`config.mk`:
```
export PLATFORM = sky130hd
export DESIGN_NAME = cobs_frame_decoder_unit
export DESIGN_NICKNAME = d
export VERILOG_FILES = /design/src/hw/rtl/cfd_pkg.sv /design/src/hw/rtl/cobs_frame_decoder_unit.sv /design/src/hw/rtl/cfd_in_reg.sv /design/src/hw/rtl/cfd_decode.sv /design/src/hw/rtl/cfd_out_reg.sv
export SDC_FILE = /design/constraint.sdc
export NUM_CORES = 1
export LEC_CHECK = 0
export BUFFER_PORTS_ARGS = -buffer_cell sky130_fd_sc_hd__buf_2
export CORE_ASPECT_RATIO = 2
export CORE_MARGIN = 10
export CORE_UTILIZATION = 57
export CTS_CLUSTER_SIZE = 10
export DETAILED_ROUTE_END_ITERATION = 7
export HOLD_SLACK_MARGIN = 0.02
export PLACE_DENSITY = 0.9
export SLEW_MARGIN = 5
export SYNTH_ARGS = -nofsm -noshare
export SYNTH_HDL_FRONTEND = slang
export SYNTH_SLANG_ARGS = --single-unit
```
`constraint.sdc`:
```
create_clock -name clock -period 4.8 [get_ports clock]
set_clock_uncertainty 0.05 [all_clocks]
set_input_delay 0.48 -clock clock [delete_from_list [all_inputs] [get_ports clock]]
set_output_delay 0.48 -clock clock [all_outputs]
set_load 0.02 [all_outputs]
```
`src/hw/rtl/cfd_pkg.sv`:
```
`default_nettype none
package cfd_pkg;

   localparam int LENGTH_BITS = 16;
   localparam int REPORT_BITS = 16;
   localparam logic [7:0] CODE_RUN_MAX = 8'hFF;
   localparam logic [7:0] BYTE_ZERO = 8'h00;

   typedef logic [LENGTH_BITS-1:0] count_type;

   typedef struct packed {
      logic       valid;
      logic [7:0] in_byte;
   } item_type;

   typedef struct packed {
      logic                   valid;
      logic [7:0]             out_byte;
      logic                   frame_done;
      logic [REPORT_BITS-1:0] frame_length;
   } result_type;

   function automatic logic [REPORT_BITS-1:0] sat_length(input count_type count);
      logic [LENGTH_BITS+REPORT_BITS-1:0] wide;
      logic [LENGTH_BITS+REPORT_BITS-1:0] limit;
      wide  = {{REPORT_BITS{1'b0}}, count};
      limit = {{LENGTH_BITS{1'b0}}, {REPORT_BITS{1'b1}}};
      if (wide > limit) begin
         return {REPORT_BITS{1'b1}};
      end
      return wide[REPORT_BITS-1:0];
   endfunction

   function automatic count_type bump_count(input count_type count);
      if (count == {LENGTH_BITS{1'b1}}) begin
         return count;
      end
      return count + count_type'(1);
   endfunction

endpackage
`default_nettype wire

```
`src/hw/rtl/cobs_frame_decoder_unit.sv`:
```
// COBS frame decoder: one received byte per item in, one decoded byte or
// end-of-frame marker per result out.
// Input channel: req_valid / req_stall with req_in_byte. The first byte of a
// frame is taken as the opening delimiter and dropped; a zero in a code
// position closes the frame.
// Result channel: rsp_valid / rsp_stall with rsp_out_byte, rsp_frame_done
// and rsp_frame_length. The end marker has rsp_frame_done set, a zero byte
// and the decoded length, saturated at 0xFFFF.
// Path: an accepted byte sits in the input register and is decoded into the
// result register, which drives the rsp_ ports.
// Throughput: one byte per cycle unless rsp_stall holds a pending result; the
// opening delimiter and code bytes without a separating zero give no result.
// Reset: synchronous; clears the valid bits of both registers and returns the
// decoder to waiting for an opening byte.
// Stall: while rsp_stall holds a pending result, the result register and the
// byte in the input register hold, and req_stall rises once that input
// register is occupied.
`default_nettype none
module cobs_frame_decoder_unit (
   input  wire logic                             clock,
   input  wire logic                             reset,
   input  wire logic                             req_valid,
   output logic                                  req_stall,
   input  wire logic [7:0]                       req_in_byte,
   output logic                                  rsp_valid,
   input  wire logic                             rsp_stall,
   output logic [7:0]                            rsp_out_byte,
   output logic                                  rsp_frame_done,
   output logic [cfd_pkg::REPORT_BITS-1:0]       rsp_frame_length
);
   import cfd_pkg::*;

   item_type   item;
   result_type res;
   logic       advance;

   cfd_in_reg u_in_reg (
      .clock       (clock),
      .reset       (reset),
      .req_valid   (req_valid),
      .req_stall   (req_stall),
      .req_in_byte (req_in_byte),
      .advance     (advance),
      .item        (item)
   );

   cfd_decode u_decode (
      .clock   (clock),
      .reset   (reset),
      .item    (item),
      .advance (advance),
      .res     (res)
   );

   cfd_out_reg u_out_reg (
      .clock            (clock),
      .reset            (reset),
      .res              (res),
      .advance          (advance),
      .rsp_valid        (rsp_valid),
      .rsp_stall        (rsp_stall),
      .rsp_out_byte     (rsp_out_byte),
      .rsp_frame_done   (rsp_frame_done),
      .rsp_frame_length (rsp_frame_length)
   );

endmodule
`default_nettype wire

```
`src/hw/rtl/cfd_in_reg.sv`:
```
`default_nettype none
module cfd_in_reg (
   input  wire logic          clock,
   input  wire logic          reset,
   input  wire logic          req_valid,
   output logic               req_stall,
   input  wire logic [7:0]    req_in_byte,
   input  wire logic          advance,
   output cfd_pkg::item_type  item
);
   import cfd_pkg::*;

   logic       valid_ff;
   logic       valid_in;
   logic [7:0] byte_ff;
   logic       accept;

   assign req_stall = valid_ff && !advance;
   assign accept    = req_valid && !req_stall;

   always_comb begin
      priority if (accept) begin
         valid_in = 1'b1;
      end else if (advance) begin
         valid_in = 1'b0;
      end else begin
         valid_in = valid_ff;
      end
   end

   always_ff @(posedge clock) begin
      if (reset) begin
         valid_ff <= 1'b0;
      end else begin
         valid_ff <= valid_in;
      end
   end

   always_ff @(posedge clock) begin
      if (accept) begin
         byte_ff <= req_in_byte;
      end
   end

   assign item.valid   = valid_ff;
   assign item.in_byte = byte_ff;

endmodule
`default_nettype wire

```
`src/hw/rtl/cfd_decode.sv`:
```
`default_nettype none
module cfd_decode (
   input  wire logic                clock,
   input  wire logic                reset,
   input  wire cfd_pkg::item_type   item,
   input  wire logic                advance,
   output cfd_pkg::result_type      res
);
   import cfd_pkg::*;

   logic       in_frame_ff;
   logic       in_frame_in;
   logic [7:0] group_left_ff;
   logic [7:0] group_left_in;
   logic       skip_zero_ff;
   logic       skip_zero_in;
   count_type  count_ff;
   count_type  count_in;
   logic       commit;

   assign commit = item.valid && advance;

   always_comb begin
      in_frame_in   = in_frame_ff;
      group_left_in = group_left_ff;
      skip_zero_in  = skip_zero_ff;
      count_in      = count_ff;
      res           = '0;
      if (item.valid) begin
         priority if (!in_frame_ff) begin
            in_frame_in   = 1'b1;
            group_left_in = BYTE_ZERO;
            skip_zero_in  = 1'b1;
            count_in      = '0;
         end else if (group_left_ff != BYTE_ZERO) begin
            group_left_in = group_left_ff - 8'd1;
            count_in      = bump_count(count_ff);
            res.valid     = 1'b1;
            res.out_byte  = item.in_byte;
         end else if (item.in_byte == BYTE_ZERO) begin
            in_frame_in      = 1'b0;
            group_left_in    = BYTE_ZERO;
            skip_zero_in     = 1'b1;
            count_in         = '0;
            res.valid        = 1'b1;
            res.frame_done   = 1'b1;
            res.frame_length = sat_length(count_ff);
         end else begin
            group_left_in = item.in_byte - 8'd1;
            skip_zero_in  = (item.in_byte == CODE_RUN_MAX);
            if (!skip_zero_ff) begin
               count_in  = bump_count(count_ff);
               res.valid = 1'b1;
            end
         end
      end
   end

   always_ff @(posedge clock) begin
      if (reset) begin
         in_frame_ff   <= 1'b0;
         group_left_ff <= BYTE_ZERO;
         skip_zero_ff  <= 1'b1;
         count_ff      <= '0;
      end else if (commit) begin
         in_frame_ff   <= in_frame_in;
         group_left_ff <= group_left_in;
         skip_zero_ff  <= skip_zero_in;
         count_ff      <= count_in;
      end
   end

endmodule
`default_nettype wire

```
`src/hw/rtl/cfd_out_reg.sv`:
```
`default_nettype none
module cfd_out_reg (
   input  wire logic                             clock,
   input  wire logic                             reset,
   input  wire cfd_pkg::result_type              res,
   output logic                                  advance,
   output logic                                  rsp_valid,
   input  wire logic                             rsp_stall,
   output logic [7:0]                            rsp_out_byte,
   output logic                                  rsp_frame_done,
   output logic [cfd_pkg::REPORT_BITS-1:0]       rsp_frame_length
);
   import cfd_pkg::*;

   logic                   valid_ff;
   logic [7:0]             byte_ff;
   logic                   done_ff;
   logic [REPORT_BITS-1:0] length_ff;

   assign advance = !valid_ff || !rsp_stall;

   always_ff @(posedge clock) begin
      if (reset) begin
         valid_ff <= 1'b0;
      end else if (advance) begin
         valid_ff <= res.valid;
      end
   end

   always_ff @(posedge clock) begin
      if (advance && res.valid) begin
         byte_ff   <= res.out_byte;
         done_ff   <= res.frame_done;
         length_ff <= res.frame_length;
      end
   end

   assign rsp_valid        = valid_ff;
   assign rsp_out_byte     = byte_ff;
   assign rsp_frame_done   = done_ff;
   assign rsp_frame_length = length_ff;

endmodule
`default_nettype wire

```
==> results_dict.tcl <==
set metrics [dict create \
    status "completed" \
    routedWlPerCell_um 18.29 \
    post_dp_cell_area_um2 3263 \
    ys_seq_elements 61 \
    cts_buffers 9 \
    root_buffer "clkbuf_8" \
    synth-edff-count 33 \
    nets 362 \
    final_core_util_pct 66.89 \
    antenna_found_initial 0 \
    grtUsageTotal_pct 16.94 \
    slowest_delay_ns 0.85 \
    final-setup-viol-count 0 \
    final_layout_size_suffix_gt1_share_pct 19.20 \
    finalCritPeriodShare_pct 62.26 \
    busiest_layer "met2" \
    post_cts_resize_count 0 \
    cts_buffer_depth 2 \
    end_kind "register" \
    slew_headroom_pct 31.49 \
    start_util_pct 59.24 \
    num-fill-cells 410 \
    p_sw_share_pct 22.83 \
    dr.pass1.iters 5 \
    synthCells 308 \
    power.density_nw_per_um2 325.8 \
    p_int_uw 871.9 \
    num_vias 2612 \
    cts_tree "yes" \
    drt_wl_total_um 7442 \
    route.detailed.drc 0 \
    vias_per_cell 6.418 \
    antenna_cells 0 \
    synth_common_cells "edfxtp_1, dfxtp_1, nor2_1" \
    yosysWarnings 0 \
    finalCriticalPeriod_ns 2.988 \
    finalHoldViolCount 0 \
    grt_pass1_wl_um 11900 \
    core-area_um2 5185 \
    ant_nets 0 \
    area_delta_synth_final_pct 12.91 \
    fp-row-count 37 \
    yosysTopAreaCell "edfxtp_1" \
    cts.reportedPaths.clkPinSlew_ns 0.07 \
    syn_nets 326 \
    async_flop_share_pct 0 \
    postCtsSetupRepairBufs 0 \
    drt_iter0_drc 218 \
    fin_setup_tns_ns 0 \
    avgSynthCellArea_um2 9.973 \
    irDropWorstVdd_uv 306.7 \
    placed_cells_incl_taps 391 \
    worst-slew-pin-transition_ns 1.028 \
    yosysTopAreaCellShare_pct 32.26 \
    grt_pass1_vias 2576 \
    path_max_fanout 12 \
    seq_area_frac_synth_pct 50.51 \
    slew_violations 0 \
    met2_usage_pct 31.98 \
    io_pins 39 \
    gp_congestion 0.9147 \
    rsz0062_at_grt "false" \
    finish.instance_area_um2 3468 \
    grt_max_degree 32 \
    critPathTopFamily "compound AO/OA/AOI/OAI gates" \
    fmax_ghz 0.3346 \
    max-cap-violations 0 \
    path_cells "a21boi_0 > nand2_1 > a21oi_1 > nand3b_1 > o31ai_1" \
    p_leak_uw 0.001306 \
    hpwl_um 5522 \
    die_area_um2 8904 \
    synth_cell_types 53 \
    port_buffers 38 \
    cp-start-kind "register" \
    grt_use_met3_pct 4.061 \
    insertion_delay_ns 0.34 \
    hp-class "input port to register" \
    p_clk_share_pct 42.6 \
    cp_num_buf_inv 0 \
    share_comb_of_total_power_pct 7.5 \
    cp_data_required_time_ns 5.00 \
    r2r_setup_slack_ns 1.81 \
    yosys-top-cells-area "edfxtp_1, dfxtp_1, and2_1, a21oi_1, nor2_1" \
    use_met1_pct 15.32 \
    layout.cells.non_filler 407 \
    arrival_ns 3.19 \
    htree_levels 3 \
    hold_buffers 0 \
    yosysMostFrequentCell "edfxtp_1" \
    cts.sinks 61 \
    cp_slowest_cell "a21oi_1" \
    critical_path_class "register to register" \
    syn_area_um2 3072 \
    fp.dieW_um 71.91 \
    seqPwrFrac_pct 50.0 \
    ys.flop_type "edfxtp_1" \
    die_h_um 123.8 \
    globalRouteOverflowTotal 0 \
    p_switching_uw 258.0 \
]
==> metrics by stage <==
stage                     hold slack (ns)  worst slack, ns  power, µW
after floorplan                    0.4123            1.448      639.5
after global placement             0.4336            1.856      655.4
after detailed placement           0.4684            1.689      658.1
after CTS                          0.2417            1.871       1132
after global routing               0.2417            1.640       1163
final                              0.2597            1.812       1130
==> layout make-up <==
| type | count | area [µm²] | share of cell area, % |
|---|---|---|---|
| Inverter | 13 | 48.80 | 1.407 |
| Clock inverter | 6 | 77.57 | 2.237 |
| Sequential cell | 61 | 1551 | 44.73 |
| Timing Repair Buffer | 39 | 197.7 | 5.700 |
| Tap cell | 58 | 72.57 | 2.092 |
| Clock buffer | 10 | 127.6 | 3.680 |
| Multi-Input combinational cell | 220 | 1393 | 40.15 |
==> registers in the layout (all words and copies together), names as in the netlist <==
name                        cells
u_in_reg.valid_ff               1
u_decode.count_ff              16
u_decode.in_frame_ff            1
u_out_reg.rsp_valid             1
u_decode.group_left_ff          8
u_out_reg.rsp_frame_length     16
u_out_reg.rsp_out_byte          8
u_decode.skip_zero_ff           1
u_out_reg.rsp_frame_done        1
u_in_reg.byte_ff                8
==> logic make-up (layout without fill, tap and decap cells) <==
| group | Yosys count | in the layout | share of synthesized area, % |
|---|---|---|---|
| flops | 61 | 61 | 50.51 |
| buf+inv | 27 | 68 | 4.277 |
| simple gates | 129 | 129 | 23.06 |
| xor+xnor | 8 | 8 | 2.281 |
| fa+ha+maj | 6 | 6 | 2.444 |
| compound gates | 77 | 77 | 17.43 |
==> routing by layer <==
| metal | wire length [µm] | share of wire [%] |
|---|---|---|
| met1 | 2529 | 34 |
| met2 | 4267 | 57 |
| met3 | 356 | 4.8 |
| met4 | 289 | 3.9 |
| met5 | 0 | 0 |
==> power groups by stage <==
stage                     registers [µW]  clock network, µW  logic, µW
after floorplan                      573                  0       66.6
after global placement               575                  0       80.6
after detailed placement             576                  0       82.5
after CTS                            564                485       82.9
after global routing                 565                506       92.2
final                                565                481       84.3
==> layout by cell type (no fill, tap or decap), types with 3 or more instances in the layout <==
cell type and instances:
nor2b_1 4, o31ai_1 7, nor4_1 5, nand3b_1 3
a31oi_1 5, a211oi_1 5, edfxtp_1 33, and3_1 5
o21ai_1 5, xnor2_1 6, ha_1 6, a41oi_1 4
and2_1 17, and4_1 3, clkbuf_8 9, nand3_1 7
nand2_1 20, nor3_1 17, a21oi_1 20, nor2_2 3
dfxtp_1 28, o21ai_0 9, inv_1 13, buf_2 38
nand4_1 6, nor2_1 23, nor3b_1 4
==> final timing paths <==
kind / startpoint / end / cells after the start
hold reg to reg: u_decode.group_left_ff[4] / u_decode.group_left_ff[4] / 2
setup / recovery: u_in_reg.valid_ff / u_decode.count_ff[3] / 5
hold / removal: req_in_byte[3] / u_in_reg.byte_ff[3] / 1
setup reg to reg: u_in_reg.valid_ff / u_decode.count_ff[3] / 5
Note: power is estimated with default switching activity, not from simulation.
